## src/hw/rtl/apcs_pkg.sv

```systemverilog
// ----------------------------------------------------------------------------
// apcs_pkg: shared types and constants of the audio clock prescaler search
// Widths of the request and result fields, reciprocal constants for the
// divide-by-constant steps, and the item that walks down the cell chain.
// ----------------------------------------------------------------------------
package apcs_pkg;

  localparam int unsigned ClkW  = 31;
  localparam int unsigned RateW = 20;
  localparam int unsigned ErrW  = 16;
  localparam int unsigned PsW   = 5;

  // Base rates are at most (2^31 - 1) / 256, which fits in 23 bits.
  localparam int unsigned BaseW = 23;

  // Exact floor(n / d) for 23-bit n and d up to 64:
  // q = (n * ceil(2^29 / d)) >> 29.
  localparam int unsigned RecipShift = BaseW + 6;
  localparam int unsigned RecipW     = RecipShift + 1;
  localparam int unsigned ProdW      = BaseW + RecipW;

  // Exact floor(m / 3) for 24-bit m: (m * ceil(2^26 / 3)) >> 26.
  localparam int unsigned Div3InW   = 24;
  localparam int unsigned Div3Shift = 26;
  localparam int unsigned Div3W     = 25;
  localparam logic [Div3W-1:0] Div3Recip = 25'd22369622;

  localparam logic [ErrW-1:0] ErrLimit = 16'hFFFF;

  localparam int unsigned DividerCountDef = 32;

  // Everything that travels with a request down the chain.
  typedef struct packed {
    logic [BaseW-1:0] base256;
    logic [BaseW-1:0] base384;
    logic [RateW-1:0] rate;
    logic [ErrW-1:0]  err256;
    logic [PsW-1:0]   ps256;
    logic [ErrW-1:0]  err384;
    logic [PsW-1:0]   ps384;
  } apcs_item_t;

  // Shared stage control: advance enable and incoming request valid.
  typedef struct packed {
    logic enable;
    logic valid;
  } apcs_ctrl_t;

endpackage

```

## src/hw/rtl/apcs_cell.sv

```systemverilog
// ----------------------------------------------------------------------------
// apcs_cell: one divider of the search chain
// Divides both base rates by its divider, then updates the running best
// error and prescaler of each mode when the new error is strictly smaller.
// ----------------------------------------------------------------------------
module apcs_cell import apcs_pkg::*; #(
  parameter int unsigned Div = 1
) (
  input  logic       clk_i,
  input  logic       rst_ni,
  input  apcs_ctrl_t ctrl_i,
  input  apcs_item_t item_i,
  output logic       valid_o,
  output apcs_item_t item_o
);

  localparam logic [RecipW-1:0] Recip =
    RecipW'(((64'd1 << RecipShift) + 64'(Div) - 64'd1) / 64'(Div));
  localparam logic [PsW-1:0] Ps = PsW'(Div - 1);

  logic [ProdW-1:0] prod256;
  logic [ProdW-1:0] prod384;
  logic [BaseW-1:0] q256_q;
  logic [BaseW-1:0] q384_q;
  apcs_item_t       mid_q;
  logic             mid_valid_q;
  apcs_item_t       item_d;
  apcs_item_t       item_q;
  logic             valid_q;
  logic [BaseW-1:0] diff256;
  logic [BaseW-1:0] diff384;
  logic [BaseW-1:0] rate_ext;

  assign prod256 = ProdW'(item_i.base256) * ProdW'(Recip);
  assign prod384 = ProdW'(item_i.base384) * ProdW'(Recip);

  // Stage one: quotients.
  always_ff @(posedge clk_i) begin
    if (ctrl_i.enable) begin
      q256_q <= prod256[RecipShift+BaseW-1:RecipShift];
      q384_q <= prod384[RecipShift+BaseW-1:RecipShift];
      mid_q  <= item_i;
    end
  end

  // Stage two: absolute errors against the wanted rate.
  assign rate_ext = BaseW'(mid_q.rate);
  assign diff256  = (rate_ext >= q256_q) ? rate_ext - q256_q : q256_q - rate_ext;
  assign diff384  = (rate_ext >= q384_q) ? rate_ext - q384_q : q384_q - rate_ext;

  always_comb begin
    item_d = mid_q;
    if (diff256 < BaseW'(mid_q.err256)) begin
      item_d.err256 = diff256[ErrW-1:0];
      item_d.ps256  = Ps;
    end
    if (diff384 < BaseW'(mid_q.err384)) begin
      item_d.err384 = diff384[ErrW-1:0];
      item_d.ps384  = Ps;
    end
  end

  always_ff @(posedge clk_i) begin
    if (ctrl_i.enable) begin
      item_q <= item_d;
    end
  end

  always_ff @(posedge clk_i or negedge rst_ni) begin
    if (!rst_ni) begin
      mid_valid_q <= 1'b0;
      valid_q     <= 1'b0;
    end else if (ctrl_i.enable) begin
      mid_valid_q <= ctrl_i.valid;
      valid_q     <= mid_valid_q;
    end
  end

  assign valid_o = valid_q;
  assign item_o  = item_q;

endmodule

```

## config.mk

```make
export PLATFORM = sky130hd
export DESIGN_NAME = apcs_cell
export DESIGN_NICKNAME = d
export VERILOG_FILES = /design/src/hw/rtl/apcs_pkg.sv /design/src/hw/rtl/apcs_cell.sv
export SDC_FILE = /design/constraint.sdc
export NUM_CORES = 1
export LEC_CHECK = 0
export BUFFER_PORTS_ARGS = -buffer_cell sky130_fd_sc_hd__buf_2
export CAP_MARGIN = 10
export CORE_MARGIN = 2
export CORE_UTILIZATION = 57
export CTS_BUF_LIST = sky130_fd_sc_hd__clkbuf_16
export DETAILED_ROUTE_END_ITERATION = 8
export GPL_ROUTABILITY_DRIVEN = 0
export HOLD_SLACK_MARGIN = 0.08
export PLACE_DENSITY = 0.86
export SYNTH_ARGS = -nofsm -noshare
export SYNTH_HDL_FRONTEND = slang
export SYNTH_SLANG_ARGS = --single-unit
```

## constraint.sdc

```tcl
create_clock -name clk_i -period 5.9 [get_ports clk_i]
set_clock_uncertainty 0.15 [all_clocks]
set_input_delay 0.59 -clock clk_i [delete_from_list [all_inputs] [get_ports clk_i]]
set_output_delay 0.59 -clock clk_i [all_outputs]
set_load 0.01 [all_outputs]
```

==> reports/metrics.csv <==
metric,value,unit
Clock power frac,30.6,%
number of maximum-capacitance violations,0,
outcome,completed,
grt total ovfl,0,
initial core utilization,58.0,%
Synth-to-Final Area Change,17.5,%
Max VDD drop,288,uV
synthesized area,12100,sq um
Tot Pwr,4.32,mW
Die Y,150,microns
initial antenna violation count,1,
number of port buffers,220,
Hold WS,0.0987,ns
Max transition margin,32.6,%
layout cell share with drive strength beyond 1,25.1,%
Nets,1466,
most common cell in the synthesized netlist,edfxtp_1,
final setup margin,0.230,ns
multi-input combinational cell area,5050,sq um
CTS tree,yes,
Final Util,68.1,%
die width,150,microns
WL met1,11900,microns
final hold violations,0,
num ports,221,
Seq. cell area,6540,sq um
fillcell total,1525,
Post-synth top cells,"216 x edfxtp_1, 110 x ha_1, 109 x inv_1, 107 x a21oi_1, 51 x nand2_1",
"Seq/Total Area, Yosys",53.8,%
Setup Slack @ Placement,0.0583,ns
CTS sink cnt,218,
total global-route track usage,25.1,%
post-synth top area share,53.4,%
switching share of power,29.9,%
crit path time final,5.67,ns
"Req. time, crit path",6.02,ns
Net Switching,1.29,mW
total core area,21000,sq um
max-slew violation count,0,
Sequential Power Share,44.4,%
Async SR Flop Fraction,0.917,%
worst slew pin tran,1.01,ns
Post-DP HPWL,21500,microns
H-tree levels,1,
Total Die Area,22500,sq um
Hold WC Path Type,primary input to flip-flop,
cell taking the most area after synthesis,edfxtp_1,
clock buffer depth,3,
post-synthesis register bit count,218,
part of the power in combinational logic,25.0,%
Pint,3.03,mW
CTS Buf Count,23,
DRC,0,
Syn Area/Cell,12.0,sq um
first-pass GRT wire length,44100,microns
final setup fails,0,
Crit Path Category,flip-flop to flip-flop,
fmax,176,MHz
post-synthesis net count,1239,
Worst-path clk slew,0.06,ns
First DRT Iteration DRCs,1177,
Detailed Routing Iterations Pass 1,6,
met2 WL,13600,microns
post-route antenna net violation count,0,
ys flop type,edfxtp_1,
CP arrival,5.79,ns
startpoint types,flip-flop,
clock latency on the worst-skew pair,0.52,ns
largest net degree at the start of global routing,131,
synth top area cells,"edfxtp_1 53%, ha_1 11%, a21oi_1 4.4%",
Worst Setup End Kind,flip-flop,
Post-synth EDFFs,216,
vias per inst,5.83,
leakage,6.28,nW
via count,8917,
Pwr per Cell Area,303,nW/um^2
CP max FO,20,
highest metal used,met4,
Core Rows,53,
final period utilization,96.1,%
synth warn,0,
setup TNS,0,ns
Yosys cell types,70,
DR WL/cell,19.1,microns
Root Buffer Master,clkbuf_16,
Met3 Wirelength,2930,microns
drt total wl,29300,microns
number of global-route vias before repair,8604,
Cells after Synth,1013,
[cell type report]
type                            instances  share of cell area [%]
Clock inverter                         15                   0.666
Inverter                              109                    2.87
Sequential cell                       218                    45.8
Multi-Input combinational cell        650                    35.4
Tap cell                              275                    2.41
Antenna cell                            1                  0.0175
Timing Repair Buffer                  238                    8.85
Clock buffer                           23                    4.03
[flip-flops by register name, summed over array words and instances, names as in the netlist]
name         cells
item_o         108
mid_valid_q      1
valid_o          1
mid_q           42
item_d          66
[logic make-up after synthesis]
logic type | count (synthesis) | share of synthesized area (%)
flops | 218 | 53.8
buf+inv | 146 | 5.17
fa+ha+maj | 114 | 12.0
xor+xnor | 37 | 2.67
simple gates | 175 | 7.23
mux | 58 | 5.60
compound gates | 265 | 13.5
[stage by stage]
step | area, sq um | instances
after CTS | 14100 | 1521
after global placement | 13500 | 1482
after floorplan | 12100 | 1013
after detailed placement | 13500 | 1482
after global routing | 14300 | 1529
final | 14300 | 1529
[cell usage in the layout (no fill, tap or decap), types with 20 or more instances in the layout]
| master | instances |
|---|---|
| a21o_1 | 24 |
| a21oi_1 | 106 |
| buf_2 | 219 |
| clkbuf_16 | 23 |
| edfxtp_1 | 216 |
| ha_1 | 105 |
| inv_1 | 114 |
| mux2i_1 | 20 |
| nand2_1 | 50 |
| nor2_1 | 37 |
| o21ai_0 | 48 |
| xnor2_1 | 21 |
[critical path, stage by stage (launching register included)]
cell	delay [ns]
edfxtp_1	0.47
inv_1	0.12
ha_1	0.43
a21oi_1	0.25
o21ai_0	0.18
a221oi_2	0.33
o31ai_2	0.17
a21oi_4	0.30
buf_6	0.26
mux2i_1	0.29
a31oi_1	0.19
xnor2_1	0.37
ha_1	0.34
nand4_1	0.10
nor3_1	0.05
o21ai_0	0.15
nor2_1	0.08
nor4_2	0.37
and4_4	0.46
mux2_2	0.36
[routing by layer]
| layer | GRT usage, % | vias up |
|---|---|---|
| met3 | 4.66 | 75 |
| met2 | 41.2 | 522 |
| met5 | 0 | - |
| met4 | 7.31 | 0 |
| met1 | 34.2 | 4147 |
| li1 | - | 4173 |
[power groups by stage]
| stage | Sequential [mW] | Combinational (mW) | Clock [mW] |
|---|---|---|---|
| 3_3_place_gp | 1.95 | 1.01 | 0 |
| 2_1_floorplan | 1.95 | 0.692 | 0 |
| 6_report | 1.92 | 1.08 | 1.32 |
| 3_5_place_dp | 1.95 | 1.03 | 0 |
| 4_1_cts | 1.92 | 1.04 | 1.35 |
| 5_1_grt | 1.93 | 1.19 | 1.41 |
[path summary, 6_finish.rpt]
check                            start  slack, ns  cells after the start           to
max                         item_d[52]       0.23                     19   item_o[20]
min                         item_i[27]        0.1                      1    mid_q[27]
max reg2reg                 item_d[52]       0.23                     19   item_o[20]
min reg2reg                item_d[105]       0.33                      0  item_o[105]
max in group asynchronous       rst_ni       5.25                      2      valid_o
min in group asynchronous       rst_ni       0.25                      2  mid_valid_q
[repair_timing]
action                                  CTS  global route
hold endpoints to repair                  2             3
setup buffers                             0             3
hold buffers                              1             3
endpoints found under the setup margin    0            36
resized for setup                         0            17
Power figures use the tool's default switching activity.
