### src/hw/rtl/apcs_pkg.sv
// ----------------------------------------------------------------------------
// apcs_pkg: shared types and constants of the audio clock prescaler search
// Widths of the request and result fields, reciprocal constants for the
// divide-by-constant steps, and the item that walks down the cell chain.
// ----------------------------------------------------------------------------
package apcs_pkg;

  localparam int unsigned ClkW  = 31;
  localparam int unsigned RateW = 20;
  localparam int unsigned ErrW  = 16;
  localparam int unsigned PsW   = 5;

  // Base rates are at most (2^31 - 1) / 256, which fits in 23 bits.
  localparam int unsigned BaseW = 23;

  // Exact floor(n / d) for 23-bit n and d up to 64:
  // q = (n * ceil(2^29 / d)) >> 29.
  localparam int unsigned RecipShift = BaseW + 6;
  localparam int unsigned RecipW     = RecipShift + 1;
  localparam int unsigned ProdW      = BaseW + RecipW;

  // Exact floor(m / 3) for 24-bit m: (m * ceil(2^26 / 3)) >> 26.
  localparam int unsigned Div3InW   = 24;
  localparam int unsigned Div3Shift = 26;
  localparam int unsigned Div3W     = 25;
  localparam logic [Div3W-1:0] Div3Recip = 25'd22369622;

  localparam logic [ErrW-1:0] ErrLimit = 16'hFFFF;

  localparam int unsigned DividerCountDef = 32;

  // Everything that travels with a request down the chain.
  typedef struct packed {
    logic [BaseW-1:0] base256;
    logic [BaseW-1:0] base384;
    logic [RateW-1:0] rate;
    logic [ErrW-1:0]  err256;
    logic [PsW-1:0]   ps256;
    logic [ErrW-1:0]  err384;
    logic [PsW-1:0]   ps384;
  } apcs_item_t;

  // Shared stage control: advance enable and incoming request valid.
  typedef struct packed {
    logic enable;
    logic valid;
  } apcs_ctrl_t;

endpackage

### src/hw/rtl/apcs_select.sv
// ----------------------------------------------------------------------------
// apcs_select: mode choice and result register
// Picks 384fs only when its error is strictly smaller; flags no match.
// ----------------------------------------------------------------------------
module apcs_select import apcs_pkg::*; (
  input  logic            clk_i,
  input  logic            rst_ni,
  input  apcs_ctrl_t      ctrl_i,
  input  apcs_item_t      item_i,
  output logic            valid_o,
  output logic            use_384fs_o,
  output logic [PsW-1:0]  prescaler_o,
  output logic [ErrW-1:0] best_error_o,
  output logic            no_match_o
);

  logic            valid_q;
  logic            use_384fs_d, use_384fs_q;
  logic [PsW-1:0]  prescaler_d, prescaler_q;
  logic [ErrW-1:0] best_error_d, best_error_q;
  logic            no_match_d, no_match_q;

  always_comb begin
    use_384fs_d  = 1'b0;
    prescaler_d  = '0;
    best_error_d = ErrLimit;
    no_match_d   = 1'b0;
    if ((item_i.err256 == ErrLimit) && (item_i.err384 == ErrLimit)) begin
      no_match_d = 1'b1;
    end else if (item_i.err256 > item_i.err384) begin
      use_384fs_d  = 1'b1;
      prescaler_d  = item_i.ps384;
      best_error_d = item_i.err384;
    end else begin
      prescaler_d  = item_i.ps256;
      best_error_d = item_i.err256;
    end
  end

  always_ff @(posedge clk_i or negedge rst_ni) begin
    if (!rst_ni) begin
      valid_q <= 1'b0;
    end else if (ctrl_i.enable) begin
      valid_q <= ctrl_i.valid;
    end
  end

  always_ff @(posedge clk_i) begin
    if (ctrl_i.enable) begin
      use_384fs_q  <= use_384fs_d;
      prescaler_q  <= prescaler_d;
      best_error_q <= best_error_d;
      no_match_q   <= no_match_d;
    end
  end

  assign valid_o      = valid_q;
  assign use_384fs_o  = use_384fs_q;
  assign prescaler_o  = prescaler_q;
  assign best_error_o = best_error_q;
  assign no_match_o   = no_match_q;

endmodule

### config.mk
export PLATFORM = sky130hd
export DESIGN_NAME = apcs_select
export DESIGN_NICKNAME = d
export VERILOG_FILES = /design/src/hw/rtl/apcs_pkg.sv /design/src/hw/rtl/apcs_select.sv
export SDC_FILE = /design/constraint.sdc
export NUM_CORES = 1
export LEC_CHECK = 0
export BUFFER_PORTS_ARGS = -buffer_cell sky130_fd_sc_hd__buf_2
export CAP_MARGIN = 20
export CORE_ASPECT_RATIO = 0.7
export CORE_MARGIN = 2
export CORE_UTILIZATION = 41
export CTS_CLUSTER_SIZE = 28
export DETAILED_ROUTE_END_ITERATION = 7
export GPL_ROUTABILITY_DRIVEN = 0
export PLACE_DENSITY = 0.86
export SLEW_MARGIN = 0
export SYNTH_ARGS = -nofsm -noshare
export SYNTH_HDL_FRONTEND = slang
export SYNTH_SLANG_ARGS = --single-unit
### constraint.sdc
create_clock -name clk_i -period 2 [get_ports clk_i]
set_input_delay 0.3 -clock clk_i [delete_from_list [all_inputs] [get_ports clk_i]]
set_output_delay 0.3 -clock clk_i [all_outputs]
set_load 0.01 [all_outputs]
==> results_tabular.tex <==
\begin{tabular}{lr}
\hline
Metric & Value \\
\hline
\multicolumn{2}{l}{\textbf{Outcome}} \\
\quad Result of the run & complete, but fails checks \\
\quad Failing checks & setup timing \\
\multicolumn{2}{l}{\textbf{Timing}} \\
\quad Final hold viol count & 0 \\
\quad Final period utilization & 107\% \\
\quad Setup clock skew after layout & 0 ns \\
\quad Tightest Pin Transition & between 0.5 and 0.6 ns \\
\quad Relative slew slack & between 60\% and 70\% \\
\quad Final worst-path setup slack & -0.141 ns \\
\quad Setup Viol. Count Final & 21 \\
\quad Number of slew-limit violations in the final report & 0 \\
\quad Fin crit period & approximately 2.1 ns \\
\quad Setup repair after global routing missed its margin & yes \\
\quad Max frequency & roughly 470 MHz \\
\multicolumn{2}{l}{\textbf{Routing}} \\
\quad First-pass DRT Iterations & 4 \\
\quad Detail-routed via count per cell & between 5 and 6 \\
\quad WL per Instance & roughly 18 microns \\
\quad Drt first-iter violations & 95 \\
\quad \# DRC & 0 \\
\quad Drt total wl & roughly 5000 microns \\
\quad Vias after detailed routing & 1511 \\
\quad Antenna Violating Nets Remaining & 0 \\
\multicolumn{2}{l}{\textbf{Critical path}} \\
\quad Type of origin of the critical path & input pin \\
\quad Critical Path RT & 2.02 ns \\
\quad Worst Path Arrival & between 2 and 2.5 ns \\
\quad CP Launch Point & item\_i[39] \\
\quad Crit Path Category & input pin to flip-flop \\
\quad CP Capture Type & flip-flop \\
\quad R2r startpoint & valid\_o \\
\quad Top fanout value on the critical path & 5 \\
\multicolumn{2}{l}{\textbf{Layout}} \\
\quad Cell area after layout & approximately 2600 sq um \\
\quad Footprint of the flip-flops and latches & a little over 700 sq um \\
\quad Post-Route Utilization & just over 70\% \\
\quad ANT cells & 0 \\
\quad Area of combinational cells with multiple inputs & about 970 sq um \\
\quad Final net count & $\sim$370 \\
\quad Fill cells & 247 \\
\quad Syn-to-layout area delta & 66.7\% \\
\quad Layout cell share with drive strength beyond 1 & between 60\% and 70\% \\
\multicolumn{2}{l}{\textbf{Global route}} \\
\quad Total routing resource utilization after global routing & roughly 22\% \\
\quad Number of global-route vias before repair & $\sim$1500 \\
\quad Initial antenna violation count & 0 \\
\quad First-pass GRT wire length & 7200 microns \\
\quad Pin count of the biggest net entering global routing & 23 \\
\quad Total congestion overflow & 0 \\
\multicolumn{2}{l}{\textbf{Hold path}} \\
\quad Startpoint of the most critical hold path & ctrl\_i[0] \\
\quad Worst hold-check path type & input pin to flip-flop \\
\multicolumn{2}{l}{\textbf{Die}} \\
\quad Io pins & approximately 140 \\
\quad Total Die Area & around 4400 sq um \\
\quad Standard-cell rows & 18 \\
\quad Initial cell density of the core & between 40 and 50\% \\
\quad Core area & roughly 3600 sq um \\
\quad DIE WIDTH & $\sim$78 microns \\
\quad Die height & about 56 microns \\
\multicolumn{2}{l}{\textbf{Logic synthesis}} \\
\quad Cell area after technology mapping & approximately 1600 sq um \\
\quad Flip-flop and latch count after synthesis & 24 \\
\quad Count of different cell masters after synthesis & 25 \\
\quad Synth area leaders & sky130\_fd\_sc\_hd\_\_edfxtp\_1, sky130\_fd\_sc\_hd\_\_mux2\_4, sky130\_fd\_sc\_hd\_\_ha\_1 \\
\quad Number of nets in the synthesized netlist & around 260 \\
\quad Area share of the largest cell type after synthesis & $\sim$44\% \\
\quad Cell accounting for the most synthesized area & sky130\_fd\_sc\_hd\_\_edfxtp\_1 \\
\quad Instance count of the mapped netlist & $\sim$130 \\
\quad Syn Area/Cell & 12.3 sq um \\
\quad Synth warn & 0 \\
\quad Part of the Yosys area used for sequential elements & 45.5\% \\
\multicolumn{2}{l}{\textbf{Clock network}} \\
\quad Maximum clock insertion buffer count & 2 \\
\quad CTS tree & built \\
\quad Number of sinks driven by the clock tree & 24 \\
\quad Num CTS Buffers & 3 \\
\quad Clock insertion delay at the later pin of the skew report & between 0.2 and 0.3 ns \\
\quad CTS HTree Levels & 1 \\
\quad Clock tree root buffer cell & sky130\_fd\_sc\_hd\_\_clkbuf\_8 \\
\quad Clock transition time at the flip-flop clock pins of the worst setup and hold paths & 0.08 ns \\
\multicolumn{2}{l}{\textbf{Run}} \\
\quad Count of maximum capacitance violations & 0 \\
\multicolumn{2}{l}{\textbf{Power and ir drop}} \\
\quad Leakage power summed over all cells & between 1 and 1.5 nW \\
\quad Power per standard cell area & between 600 and 700 nW/um\^{}2 \\
\quad Worst ir drop on vdd & about 570 uV \\
\multicolumn{2}{l}{\textbf{Placed design}} \\
\quad Placed Area & 2360 sq um \\
\quad DP Wirelength & between 3000 and 4000 microns \\
\quad Buffers on Ports & 69 \\
\hline
\end{tabular}
==> final cells by class <==
type / count / share of cell area, %
Clock buffer: 3 / 1.57
Inverter: 17 / 3.01
Clock inverter: 1 / 1.15
Sequential cell: 24 / 27.3
Tap cell: 50 / 2.39
Timing Repair Buffer: 107 / 27.5
Multi-Input combinational cell: 87 / 37.1
==> worst max-delay path, cell delays in order <==
cell and delay (ns):
sky130_fd_sc_hd__buf_4 0.13, sky130_fd_sc_hd__ha_4 0.26, sky130_fd_sc_hd__nand4_1 0.20, sky130_fd_sc_hd__nor4_2 0.25, sky130_fd_sc_hd__buf_4 0.17, sky130_fd_sc_hd__nand4_1 0.17, sky130_fd_sc_hd__buf_4 0.21, sky130_fd_sc_hd__o31a_4 0.15
sky130_fd_sc_hd__mux2_4 0.31
==> Yosys cell counts, drive strengths merged <==
master  count
o21ai       2
buf         2
clkbuf      1
mux2i       5
a21boi      1
nand4      11
o31a        1
and2        2
a21o        1
nand2      14
mux2       17
inv        17
nor4        3
edfxtp     23
nand3       2
dfrtp       1
a221o       1
a21oi       6
nor2b       1
ha         16
nor2        1
==> routing by layer <==
| layer | up-vias | track usage (%) | wire (microns) |
|---|---|---|---|
| li1 | 702 | - | - |
| met1 | 715 | 27.7 | 2050 |
| met3 | 12 | 3.25 | 423 |
| met5 | - | 0 | 0 |
| met2 | 82 | 38.1 | 2480 |
| met4 | 0 | 5.51 | 130 |
==> where the power goes <==
group          leakage, nW  switching, W  internal, W
sequential           0.236     0.0000155     0.000617
combinational        0.960      0.000231     0.000283
clock               0.0357      0.000161     0.000268
total                 1.23      0.000407      0.00117
==> cell families after synthesis <==
family,Yosys count,synth area share (%)
DFF,24,45.5
buffers and inverters,20,6.52
adders and majority gates,16,12.7
and+or+nand+nor,34,11.1
muxes,22,18.7
AOI/OAI and AO/OA,12,5.49
==> state kept, by name, summed over array words and instances, names as in the netlist <==
name	flops
use_384fs_o	1
valid_o	1
no_match_o	1
prescaler_o	5
best_error_o	16
==> final timing paths <==
| path | depth (start not counted) | slack (ns) | to |
|---|---|---|---|
| setup / recovery | 9 | -0.14 | best_error_o[4] |
| hold / removal | 2 | 0.27 | valid_o |
| setup reg to reg | 1 | 1.25 | valid_o |
| hold reg to reg | 1 | 0.52 | valid_o |
| max in group asynchronous | 2 | 1.59 | valid_o |
| min in group asynchronous | 2 | 0.33 | valid_o |
==> cell usage in the layout (no fill, tap or decap) <==
cell type and instances:
sky130_fd_sc_hd__nand2_1 14, sky130_fd_sc_hd__nor4_1 2, sky130_fd_sc_hd__inv_4 6, sky130_fd_sc_hd__nor2_2 1
sky130_fd_sc_hd__a221o_2 1, sky130_fd_sc_hd__dfrtp_1 1, sky130_fd_sc_hd__nor2b_1 1, sky130_fd_sc_hd__buf_2 55
sky130_fd_sc_hd__buf_8 1, sky130_fd_sc_hd__o31a_4 3, sky130_fd_sc_hd__inv_1 6, sky130_fd_sc_hd__a21boi_4 1
sky130_fd_sc_hd__o21ai_1 2, sky130_fd_sc_hd__and2_1 1, sky130_fd_sc_hd__mux2_2 2, sky130_fd_sc_hd__a21oi_2 4
sky130_fd_sc_hd__and2_2 1, sky130_fd_sc_hd__nor4_2 1, sky130_fd_sc_hd__nand3_1 2, sky130_fd_sc_hd__ha_1 5
sky130_fd_sc_hd__nand4_1 11, sky130_fd_sc_hd__bufinv_16 1, sky130_fd_sc_hd__buf_6 12, sky130_fd_sc_hd__ha_4 11
sky130_fd_sc_hd__clkbuf_8 3, sky130_fd_sc_hd__dlygate4sd3_1 1, sky130_fd_sc_hd__mux2_4 15, sky130_fd_sc_hd__mux2i_1 5
sky130_fd_sc_hd__inv_2 5, sky130_fd_sc_hd__a21o_1 1, sky130_fd_sc_hd__o31a_2 1, sky130_fd_sc_hd__a21oi_1 2
sky130_fd_sc_hd__buf_4 38, sky130_fd_sc_hd__edfxtp_1 23
==> what timing repair did <==
item / in CTS / in global routing
setup buffers: 0 / 3
cloned: 2 / 1
hold endpoints to repair: 1 / 0
resized for setup: 18 / 14
pin swaps: 2 / 0
setup endpoints to repair: 19 / 22
hold buffers: 1 / 0
==> stage by stage <==
step	TNS (ns)	power (W)	hold WS, ns	cells	setup WS (ns)
floorplan	-0.438	0.000882	0.00441	128	-0.0314
global placement	-5.49	0.00107	0.0752	278	-0.299
detailed placement	-6.91	0.00109	0.0758	278	-0.372
CTS	-0.235	0.00154	0.277	285	-0.0375
global route	-2.67	0.00163	0.276	289	-0.164
finish	-2.21	0.00158	0.271	289	-0.141
(Power assumes the default switching activity.)
